$ cat config.mk
export PLATFORM = sky130hd
export DESIGN_NAME = synth_voice_allocator
export DESIGN_NICKNAME = d
export VERILOG_FILES = /design/src/design/sva_pkg.sv /design/src/design/sva_cell.sv /design/src/design/synth_voice_allocator.sv
export SDC_FILE = /design/constraint.sdc
export NUM_CORES = 2
export LEC_CHECK = 0
export CORE_MARGIN = 10
export CORE_UTILIZATION = 31
export CTS_CLUSTER_DIAMETER = 50
export DETAILED_ROUTE_END_ITERATION = 12
export DONT_BUFFER_PORTS = 1
export MAX_ROUTING_LAYER = met4
export PLACE_DENSITY = 0.49
export SETUP_SLACK_MARGIN = 0.5
export SLEW_MARGIN = 30
export SYNTH_ARGS = -nofsm -noshare
export SYNTH_HDL_FRONTEND = slang
export SYNTH_SLANG_ARGS = --single-unit
$ cat constraint.sdc
create_clock -name i_clk -period 9.62 [get_ports i_clk]
set_input_delay 0.962 -clock i_clk [delete_from_list [all_inputs] [get_ports i_clk]]
set_output_delay 0.962 -clock i_clk [all_outputs]
set_load 0.02 [all_outputs]
$ cat src/design/sva_pkg.sv
// ----------------------------------------------------------------------------
// sva_pkg
// request and action codes, field widths and the structs that travel along
// the voice cell chain
// ----------------------------------------------------------------------------
package sva_pkg;

    localparam int REQ_W   = 3;
    localparam int NOTE_W  = 7;
    localparam int SLOT_W  = 3;
    localparam int ACT_W   = 3;
    localparam int OUT_IDX_W = 3;
    localparam int OUT_CNT_W = 4;
    localparam int AGE_W   = 32;
    // sized for the largest supported voice count (64)
    localparam int IDX_W   = 6;
    localparam int CNT_W   = 7;

    localparam logic [AGE_W-1:0] AGE_MAX = {AGE_W{1'b1}};

    localparam logic [REQ_W-1:0] REQ_NOTE_ON    = 3'd0;
    localparam logic [REQ_W-1:0] REQ_NOTE_OFF   = 3'd1;
    localparam logic [REQ_W-1:0] REQ_TICK       = 3'd2;
    localparam logic [REQ_W-1:0] REQ_VOICE_DONE = 3'd3;
    localparam logic [REQ_W-1:0] REQ_ALL_OFF    = 3'd4;

    localparam logic [ACT_W-1:0] ACT_FREE_START   = 3'd0;
    localparam logic [ACT_W-1:0] ACT_STOLEN       = 3'd1;
    localparam logic [ACT_W-1:0] ACT_DROPPED      = 3'd2;
    localparam logic [ACT_W-1:0] ACT_RELEASED     = 3'd3;
    localparam logic [ACT_W-1:0] ACT_NOT_FOUND    = 3'd4;
    localparam logic [ACT_W-1:0] ACT_AGED         = 3'd5;
    localparam logic [ACT_W-1:0] ACT_FREED        = 3'd6;
    localparam logic [ACT_W-1:0] ACT_ALL_RELEASED = 3'd7;

    // search token handed from cell to cell, one cell per cycle
    typedef struct packed {
        logic              valid;
        logic [REQ_W-1:0]  req;
        logic [NOTE_W-1:0] note;
        logic [SLOT_W-1:0] slot;
        logic              free_found;
        logic [IDX_W-1:0]  free_idx;
        logic              best_have;
        logic [AGE_W-1:0]  best_age;
        logic [IDX_W-1:0]  best_idx;
        logic              hit_found;
        logic [IDX_W-1:0]  hit_idx;
        logic              slot_active;
        logic [CNT_W-1:0]  count;
    } t_scan;

    // update broadcast to all cells when a scan ends
    typedef struct packed {
        logic              tick;
        logic              wr;
        logic              free;
        logic [IDX_W-1:0]  idx;
        logic [NOTE_W-1:0] note;
    } t_cmd;

endpackage

$ cat src/design/sva_cell.sv
// ----------------------------------------------------------------------------
// sva_cell
// one voice: active mark, note and age, plus one stage of the search chain
// ----------------------------------------------------------------------------
module sva_cell #(
    parameter int IDX = 0
) (
    input  logic           i_clk,
    input  logic           i_rst_n,
    input  sva_pkg::t_scan i_scan,
    output sva_pkg::t_scan o_scan,
    input  sva_pkg::t_cmd  i_cmd
);

    localparam logic [sva_pkg::IDX_W-1:0] MY_IDX = sva_pkg::IDX_W'(IDX);

    logic                          r_active;
    logic [sva_pkg::NOTE_W-1:0]    r_note;
    logic [sva_pkg::AGE_W-1:0]     r_age;
    sva_pkg::t_scan                r_scan;
    sva_pkg::t_scan                n_scan;
    logic                          w_sel;

    assign w_sel = (i_cmd.idx == MY_IDX);

    // fold this voice into the passing token
    always_comb begin
        n_scan = i_scan;
        if (!i_scan.free_found && !r_active) begin
            n_scan.free_found = 1'b1;
            n_scan.free_idx   = MY_IDX;
        end
        if (r_age > i_scan.best_age) begin
            n_scan.best_have = 1'b1;
            n_scan.best_age  = r_age;
            n_scan.best_idx  = MY_IDX;
        end
        if (!i_scan.hit_found && r_active && (r_note == i_scan.note)) begin
            n_scan.hit_found = 1'b1;
            n_scan.hit_idx   = MY_IDX;
        end
        if ({{(sva_pkg::IDX_W-sva_pkg::SLOT_W){1'b0}}, i_scan.slot} == MY_IDX) begin
            n_scan.slot_active = r_active;
        end
        n_scan.count = i_scan.count + sva_pkg::CNT_W'(r_active);
    end

    always_ff @(posedge i_clk) begin
        if (!i_rst_n) begin
            r_active     <= 1'b0;
            r_age        <= '0;
            r_scan.valid <= 1'b0;
        end else begin
            r_scan <= n_scan;
            if (i_cmd.wr && w_sel) begin
                r_active <= 1'b1;
                r_age    <= '0;
            end else if (i_cmd.free && w_sel) begin
                r_active <= 1'b0;
            end else if (i_cmd.tick && r_active && (r_age != sva_pkg::AGE_MAX)) begin
                r_age <= r_age + 1'b1;
            end
        end
    end

    // note is payload, no reset
    always_ff @(posedge i_clk) begin
        if (i_cmd.wr && w_sel) begin
            r_note <= i_cmd.note;
        end
    end

    assign o_scan = r_scan;

endmodule

$ cat src/design/synth_voice_allocator.sv
// ----------------------------------------------------------------------------
// synth_voice_allocator
// polyphonic voice allocator with oldest-voice stealing
// ----------------------------------------------------------------------------
// Each request beat enters a chain of VOICES voice cells as a search token
// that moves one cell per cycle, picking up the first free voice, the
// oldest voice, the first voice holding the note, the state of the named
// slot and the active count. When the token leaves the last cell the
// controller decides, broadcasts at most one update to all cells and loads
// the result register in the same cycle; o_ready rises again in the next
// cycle. A result waiting on i_ready does not block the next request from
// entering the chain; only the final commit waits for the result register
// to empty, with the finished token parked in a tail register and o_ready
// low until the waiting result beat is taken. Request codes above all_off
// are taken and give no result.
// ----------------------------------------------------------------------------
module synth_voice_allocator #(
    parameter int VOICES = 8
) (
    input  logic                          i_clk,
    input  logic                          i_rst_n,
    // request channel
    input  logic                          i_valid,
    output logic                          o_ready,
    input  logic [sva_pkg::REQ_W-1:0]     i_req_type,
    input  logic [sva_pkg::NOTE_W-1:0]    i_note_number,
    input  logic [sva_pkg::SLOT_W-1:0]    i_voice_slot,
    // result channel
    output logic                          o_valid,
    input  logic                          i_ready,
    output logic [sva_pkg::OUT_IDX_W-1:0] o_voice_chosen,
    output logic [sva_pkg::ACT_W-1:0]     o_action,
    output logic [sva_pkg::OUT_CNT_W-1:0] o_active_voices
);

    typedef enum logic {
        S_IDLE,
        S_SCAN
    } t_state;

    t_state                        r_state;
    logic                          r_o_valid;
    logic [sva_pkg::IDX_W-1:0]     r_chosen;
    logic [sva_pkg::ACT_W-1:0]     r_action;
    logic [sva_pkg::CNT_W-1:0]     r_count;
    sva_pkg::t_scan                r_tail;

    logic                          w_in_beat;
    logic                          w_known;
    logic                          w_done;
    logic                          w_commit;
    sva_pkg::t_scan                w_head;
    sva_pkg::t_scan                w_scan [0:VOICES];
    sva_pkg::t_scan                w_last;
    sva_pkg::t_cmd                 w_cmd;
    logic [VOICES-1:0]             w_chain_valid;
    logic [sva_pkg::IDX_W-1:0]     n_chosen;
    logic [sva_pkg::ACT_W-1:0]     n_action;
    logic [sva_pkg::CNT_W-1:0]     n_count;

    assign o_ready   = (r_state == S_IDLE);
    assign w_in_beat = i_valid && o_ready;
    // unknown request codes are swallowed here
    assign w_known   = (i_req_type == sva_pkg::REQ_NOTE_ON)
                    || (i_req_type == sva_pkg::REQ_NOTE_OFF)
                    || (i_req_type == sva_pkg::REQ_TICK)
                    || (i_req_type == sva_pkg::REQ_VOICE_DONE)
                    || (i_req_type == sva_pkg::REQ_ALL_OFF);

    // fresh search token for the head of the chain
    always_comb begin
        w_head       = '0;
        w_head.valid = w_in_beat && w_known;
        w_head.req   = i_req_type;
        w_head.note  = i_note_number;
        w_head.slot  = i_voice_slot;
    end

    assign w_scan[0] = w_head;

    // the voice chain
    for (genvar g = 0; g < VOICES; g++) begin : g_cell
        sva_cell #(
            .IDX (g)
        ) u_cell (
            .i_clk   (i_clk),
            .i_rst_n (i_rst_n),
            .i_scan  (w_scan[g]),
            .o_scan  (w_scan[g+1]),
            .i_cmd   (w_cmd)
        );
        assign w_chain_valid[g] = w_scan[g+1].valid;
    end

    // a parked token takes the place of the chain output
    assign w_last   = r_tail.valid ? r_tail : w_scan[VOICES];
    assign w_done   = (r_state == S_SCAN) && w_last.valid;
    // hold the token at the tail until the result register can take it
    assign w_commit = w_done && (!r_o_valid || i_ready);

    // park a finished token while the result register is still full
    always_ff @(posedge i_clk) begin
        if (!i_rst_n) begin
            r_tail.valid <= 1'b0;
        end else if (w_done && !w_commit) begin
            r_tail <= w_last;
        end else begin
            r_tail.valid <= 1'b0;
        end
    end

    // decision at the tail of the chain
    always_comb begin
        w_cmd      = '0;
        w_cmd.note = w_last.note;
        n_chosen   = '0;
        n_action   = sva_pkg::ACT_ALL_RELEASED;
        n_count    = w_last.count;
        case (w_last.req)
            sva_pkg::REQ_NOTE_ON: begin
                if (w_last.free_found) begin
                    w_cmd.wr  = w_commit;
                    w_cmd.idx = w_last.free_idx;
                    n_chosen  = w_last.free_idx;
                    n_action  = sva_pkg::ACT_FREE_START;
                    n_count   = w_last.count + 1'b1;
                end else if (w_last.best_have) begin
                    // every voice busy: steal the oldest
                    w_cmd.wr  = w_commit;
                    w_cmd.idx = w_last.best_idx;
                    n_chosen  = w_last.best_idx;
                    n_action  = sva_pkg::ACT_STOLEN;
                end else begin
                    n_action  = sva_pkg::ACT_DROPPED;
                end
            end
            sva_pkg::REQ_NOTE_OFF: begin
                if (w_last.hit_found) begin
                    n_chosen = w_last.hit_idx;
                    n_action = sva_pkg::ACT_RELEASED;
                end else begin
                    n_action = sva_pkg::ACT_NOT_FOUND;
                end
            end
            sva_pkg::REQ_TICK: begin
                w_cmd.tick = w_commit;
                n_action   = sva_pkg::ACT_AGED;
            end
            sva_pkg::REQ_VOICE_DONE: begin
                // a slot past the table matches no cell
                w_cmd.free = w_commit;
                w_cmd.idx  = {{(sva_pkg::IDX_W-sva_pkg::SLOT_W){1'b0}}, w_last.slot};
                n_chosen   = {{(sva_pkg::IDX_W-sva_pkg::SLOT_W){1'b0}}, w_last.slot};
                n_action   = sva_pkg::ACT_FREED;
                n_count    = w_last.count - sva_pkg::CNT_W'(w_last.slot_active);
            end
            default: begin
                n_action = sva_pkg::ACT_ALL_RELEASED;
            end
        endcase
    end

    // control and result register
    always_ff @(posedge i_clk) begin
        if (!i_rst_n) begin
            r_state   <= S_IDLE;
            r_o_valid <= 1'b0;
        end else begin
            case (r_state)
                S_IDLE: begin
                    if (w_in_beat && w_known) begin
                        r_state <= S_SCAN;
                    end
                end
                S_SCAN: begin
                    if (w_commit) begin
                        r_state <= S_IDLE;
                    end
                end
                default: begin
                    r_state <= S_IDLE;
                end
            endcase
            if (w_commit) begin
                r_o_valid <= 1'b1;
            end else if (i_ready) begin
                r_o_valid <= 1'b0;
            end
        end
    end

    always_ff @(posedge i_clk) begin
        if (w_commit) begin
            r_chosen <= n_chosen;
            r_action <= n_action;
            r_count  <= n_count;
        end
    end

    assign o_valid         = r_o_valid;
    assign o_voice_chosen  = r_chosen[sva_pkg::OUT_IDX_W-1:0];
    assign o_action        = r_action;
    assign o_active_voices = r_count[sva_pkg::OUT_CNT_W-1:0];

    // at most one search token in the chain
    a_one_token: assert property (@(posedge i_clk) disable iff (!i_rst_n)
        $onehot0(w_chain_valid))
        else $error("more than one token in the voice chain");

    // a result appears only when a token has reached the tail
    a_result_from_tail: assert property (@(posedge i_clk) disable iff (!i_rst_n)
        $rose(r_o_valid) |-> $past(w_last.valid))
        else $error("result loaded without a finished scan");

    // reported count never exceeds the voice table
    a_count_bound: assert property (@(posedge i_clk) disable iff (!i_rst_n)
        r_o_valid |-> (r_count <= sva_pkg::CNT_W'(VOICES)))
        else $error("active count beyond voice table");

    // no new request enters while a token is in flight
    a_no_overlap: assert property (@(posedge i_clk) disable iff (!i_rst_n)
        (|w_chain_valid) |-> !o_ready)
        else $error("request taken during a scan");

endmodule

Word level (Yosys, flattened, before mapping)
Index checks and enable logic that the tools add are counted.
W data, S select, Z words.
{"block": "totals", "register_bits": 1001, "latch_bits": 0, "ram_bits": 0, "romBits": 0, "inputBits": 17, "out_inout_bits": 12, "elab_cells": 392, "memories": 0}
{"block": "op_classes", "addsub": 17, "n_mul": 0, "div": 0, "magnitude_cmp": 8, "n_eq_ne": 37, "shift": 0, "n_mux": 55, "n_bitwise": 11, "reduce_logical": 118}
{"op": "$mux W38", "count": 7}
{"op": "$add A32 B1 Y32 const B", "count": 8}
{"op": "$ne A32 B32 Y1 const B", "count": 8}
{"op": "$gt A32 B32 Y1", "count": 7}
{"op": "$mux W75", "count": 1}
{"op": "$logic_and A1 B1 Y1", "count": 59}
{"op": "$eq A7 B7 Y1", "count": 8}
{"op": "$add A7 B1 Y7", "count": 6}
{"op": "$mux W39", "count": 1}
{"op": "$gt A32 B1 Y1 const B", "count": 1}
{"op": "$mux W1", "count": 32}
{"op": "$eq A6 B3 Y1 const B", "count": 4}
{"op": "$logic_not A1 Y1", "count": 23}
{"op": "$eq A3 B2 Y1 const B", "count": 6}
{"op": "$reduce_and A2 Y1", "count": 9}
{"op": "$reduce_bool A2 Y1", "count": 9}
{"op": "$reduce_or A2 Y1", "count": 8}
{"op": "$eq A3 B3 Y1 const B", "count": 5}
{"op": "$mux W7", "count": 2}
{"op": "$eq A6 B2 Y1 const B", "count": 2}
{"op": "$mux W6", "count": 2}
{"op": "$pmux W3 S4", "count": 1}
{"op": "$pmux W6 S2", "count": 1}
{"op": "$not A1 Y1", "count": 11}
{"op": "15 further kinds", "count": 25}

Logic depth before layout (Yosys ltp)
{"block": "depth", "depth_word": 8, "ltp_mapped": 11, "mapped_depth_nobuf": 8}

Cells and area by module
From an unflattened synthesis, not the netlist that was laid out.
{"block": "hier_totals", "cells_unflattened": 3943, "hier_area_um2": 47543.1}
{"mod": "sva_cell at g_cell[1].u_cell", "instances": 1, "cells_each": 472, "area_per_inst_um2": 5675.4, "seq_area_each_um2": 3113.0}
{"mod": "sva_cell at g_cell[7].u_cell", "instances": 1, "cells_each": 468, "area_per_inst_um2": 5671.7, "seq_area_each_um2": 3113.0}
{"mod": "sva_cell at g_cell[0].u_cell", "instances": 1, "cells_each": 474, "area_per_inst_um2": 5654.2, "seq_area_each_um2": 3113.0}
{"mod": "sva_cell at g_cell[6].u_cell", "instances": 1, "cells_each": 469, "area_per_inst_um2": 5644.2, "seq_area_each_um2": 3113.0}
{"mod": "sva_cell at g_cell[5].u_cell", "instances": 1, "cells_each": 473, "area_per_inst_um2": 5624.1, "seq_area_each_um2": 3113.0}
{"mod": "sva_cell at g_cell[3].u_cell", "instances": 1, "cells_each": 468, "area_per_inst_um2": 5614.1, "seq_area_each_um2": 3113.0}
{"mod": "sva_cell at g_cell[4].u_cell", "instances": 1, "cells_each": 471, "area_per_inst_um2": 5604.1, "seq_area_each_um2": 3113.0}
{"mod": "sva_cell at g_cell[2].u_cell", "instances": 1, "cells_each": 470, "area_per_inst_um2": 5557.8, "seq_area_each_um2": 3113.0}
{"mod": "synth_voice_allocator", "instances": 1, "cells_each": 178, "area_per_inst_um2": 2497.4, "seq_area_each_um2": 1441.4}

Worst setup path after synthesis
No wires, ideal clock.
{"block": "synth_timing", "kind": "flip-flop to flip-flop", "startpoint": "reg r_tail[74] in the netlist's numbering", "endpoint": "reg r_tail[0] in the netlist's numbering, enable pin", "setup_ns": 0.397, "arrival_ns": 2.641, "required_time_ns": 9.223, "path_slack_ns": 6.583, "path_stages_with_launch": 8, "n_path_buf": 4, "synth_period_minus_slack_ns": 3.037, "path_cell_list": "dfxtp_1 buf_6 clkbuf_1 buf_1 buf_1 nor2_1 nor2_1 and3_1"}
{"block": "synth_via", "elab_chain_len": 6}
{"element": "start, declared", "line": "synth_voice_allocator.sv:46", "source": "sva_pkg::t_scan r_tail;"}
{"element": "start signal, assigned", "line": "synth_voice_allocator.sv:106", "source": "r_tail <= w_last;"}
{"element": "$mux W75 *", "line": "synth_voice_allocator.sv:96", "source": "assign w_last = r_tail.valid ? r_tail : w_scan[VOICES];"}
{"element": "$logic_and A1 B1 Y1 *", "line": "synth_voice_allocator.sv:97", "source": "assign w_done = (r_state == S_SCAN) && w_last.valid;"}
{"element": "$logic_and A1 B1 Y1", "line": "synth_voice_allocator.sv:99", "source": "assign w_commit = w_done && (!r_o_valid || i_ready);"}
{"element": "$logic_not A1 Y1", "line": "synth_voice_allocator.sv:105", "source": "end else if (w_done && !w_commit) begin"}
{"element": "$logic_and A1 B1 Y1 *", "line": "synth_voice_allocator.sv:105"}
{"element": "$reduce_and A2 Y1 (no line) *"}
Every way passes the cells marked *; elsewhere a longest branch is shown, timed or not.
A chain may end at the register's enable or synchronous reset.

==> metrics.txt <==
Area after DPL 41,650 um2; CTS Hold Bufs 0; failing checks max-slew violations; Mapped Nets 3,758; TritonCTS Buffers 95; WHS Endpoint g_cell[0].u_cell.o_scan[70]; core area 127,700 um2; Post-route DRC 0; die height between 300 and 400 um; Fmax approximately 0.26 GHz; Synth top area share approximately two fifths; PostCTS Resize Cnt 0; CTS H-tree lvls 3; fin crit share 40.06%; Synth area leader edfxtp_1; Final Cell Area roughly 45,000 um2; Total Routing Usage GR around an eighth; n_diodes 0; pin count of the biggest net entering global routing about 470; Worst Hold Class in2reg; Clock Skew 0.03054 ns; Startpoint Class flop; total gr overflow 0; RSZ-0062 raised after global routing no; Post-synth EDFFs ~540; top-level I/O count 29; Worst R2R End g_cell[2].u_cell.r_age[13]; min cycle time layout 3.854 ns; Nets approximately 3,800; worst reg-to-reg setup slack a little under 6 ns; setup_tns 0 ns; critical path fanouts, max 53; layout filler cell count between 10,000 and 15,000; Primary FF master, synth edfxtp_1; average wire per standard cell 16.83 um; Pwr Density 173.8 nW/um2; YS warnings 0; Critical Path Sink Type flop; Vias 24,822; FF-to-FF Start r_tail[74]; setup violators final 0; Syn Area/Cell 11.43 um2; global-route wire length before repair 141,400 um; Final Hold Viols 0; Sequential cell area approximately 22,000 um2; Post-Syn Area 39,900 um2; initial detailed-routing violation count 1,623; Multi-input gate area ~17,000 um2; DIE AREA between 100,000 and 150,000 um2; HPWL Detailed 61,560 um; DR pass1 iterations 5; routed vias/inst 4.743; latest clock arrival within the worst-skew pair about 0.68 ns; drt total wl 88,060 um; Final Non-Filler Cells 5,233; Setup CP Type reg2reg; worst hold slack ~0.38 ns; Post-Syn Instances between 3,000 and 4,000; Max VDD drop 134.1 uV; count of cell types in the netlist 81; Worst EP arrival between 4 and 5 ns; Max-Cap Viols 0; Reg2Reg Depth 7; total placed cells including tap cells 5,052; Slew Limit Headroom -4.738%; hold path depth 0; layout cells sized above 1 12.80%; CTS tree built; crit path from r_tail[74]; ys async rst share 0%; flops & latches, synth 814; clk sinks 814; Area Growth Syn to Fin 12.71%; min-delay src i_note_number[6]; Post-CTS Setup Bufs 0; leak pwr 16.41 nW; die width 378.8 um; routability cong. roughly 0.8; register clock-pin slew on the reported worst setup and hold paths 0.06 ns; Initial Util 31.25%; status finished with violations; Rows 131; fin. max-slew vios 60; Antenna Violating Nets Remaining 0; initial antenna violation count 0; Area contributors post-synth edfxtp_1 41%, dfxtp_1 14%, ha_1 7.8%, mux2_2 5.7%, xnor2_1 4.5%; CTS Buffer Depth 3; vias in the first global route 24,537; Req. time, crit path 10.16 ns; IO buf count 0; sequential fraction of the synthesis area 54.37%; clock root buffer clkbuf_16; actual slew at the worst max-slew pin 1.571 ns
[metal layers]
layer | track usage (%) | share of wire [%] | up-vias
li1 | - | - | 12597
met1 | 17.08 | 49 | 11790
met2 | 19.33 | 45 | 295
met3 | 2.139 | 3.1 | 140
met4 | 3.717 | 2.7 | 0
met5 | - | 0 | -
[state kept, by name, summed over array words and instances (netlist names)]
register / cells
r_tail: 37
r_chosen: 3
r_count: 4
g_cell.u_cell.r_active: 8
g_cell.u_cell.r_age: 256
g_cell.u_cell.o_scan: 445
g_cell.u_cell.r_note: 56
o_action: 3
r_state: 1
o_valid: 1
[cells in the mapped netlist (32+ instances only)]
cell / number
a21oi_1: 113
and2_1: 32
buf_2: 60
clkbuf_1: 53
dfxtp_1: 275
edfxtp_1: 539
ha_1: 249
inv_1: 281
mux2_2: 202
nand2_1: 161
nand2b_1: 35
nand3_1: 125
nand4_1: 150
nor2_1: 341
nor3_1: 86
nor4_1: 59
o21ai_0: 63
or3_1: 36
xnor2_1: 203
xor2_1: 91
[per-stage QoR]
stage                     setup WS [ns]  util (%)  power, mW
after floorplan                   6.583         -      4.085
after global routing              5.517     35.22      8.114
after global placement            5.382     32.61      4.163
final                             5.766     35.22      7.818
after CTS                         5.640     35.19      7.934
after detailed placement          5.694     32.62      4.163
[cells by family (layout without fill, tap and decap cells)]
kind of cell | after synthesis | after routing | share of synthesized area [%]
flops | 814 | 814 | 54.37
simple gates | 1207 | 1207 | 16.17
compound gates | 288 | 288 | 4.594
buf+inv | 407 | 486 | 4.121
xor+xnor | 294 | 294 | 6.454
mux | 233 | 233 | 6.491
fa+ha+maj | 249 | 249 | 7.809
[final cells by class]
type / count / area share (%)
repair buffers: 26 / 0.4785
multi-input cells: 2271 / 37.02
clock buffers: 118 / 5.634
inverters: 281 / 2.345
flip-flops and latches: 814 / 48.24
clock inverters: 61 / 1.658
well taps: 1662 / 4.624
[how the worst max path moves through the flow]
| stage | to | slack, ns | cells past startpoint |
|---|---|---|---|
| after floorplan | r_tail[0] | 6.58 | 7 |
| after global placement | g_cell[3].u_cell.r_age[20] | 5.38 | 7 |
| after detailed placement | g_cell[3].u_cell.r_age[20] | 5.69 | 7 |
| after CTS | g_cell[3].u_cell.r_age[20] | 5.64 | 7 |
| after global routing | g_cell[1].u_cell.r_age[18] | 5.52 | 6 |
| final | g_cell[2].u_cell.r_age[13] | 5.77 | 7 |
[critical path: stages (launching register included)]
cell       delay (ns)
dfxtp_4          0.74
mux2_4           0.41
a2111oi_4        0.32
buf_4            0.62
nand4_1          0.73
nor4b_1          0.54
xnor2_1          0.17
nor2_1           0.05
[placed cells by master (no fill, tap or decap), drive strengths merged, types with 35 or more instances in the layout]
cell	n
clkbuf	118
mux2	203
a21oi	113
nand2	163
nor4	74
ha	249
inv	297
xor2	91
nor2	343
xnor2	203
nand3	128
nand2b	35
or3	36
nand4	153
dfxtp	275
nor3	92
edfxtp	539
o21ai	72
[report_power, final]
part	total, mW	internal (mW)	leakage (nW)	switching, mW
registers	3.89	3.84	7.47	0.0499
clock network	3.73	2.18	1.59	1.55
logic	0.199	0.0849	7.35	0.114
total	7.82	6.11	16.4	1.71
Note: power is estimated with default switching activity, not from simulation.
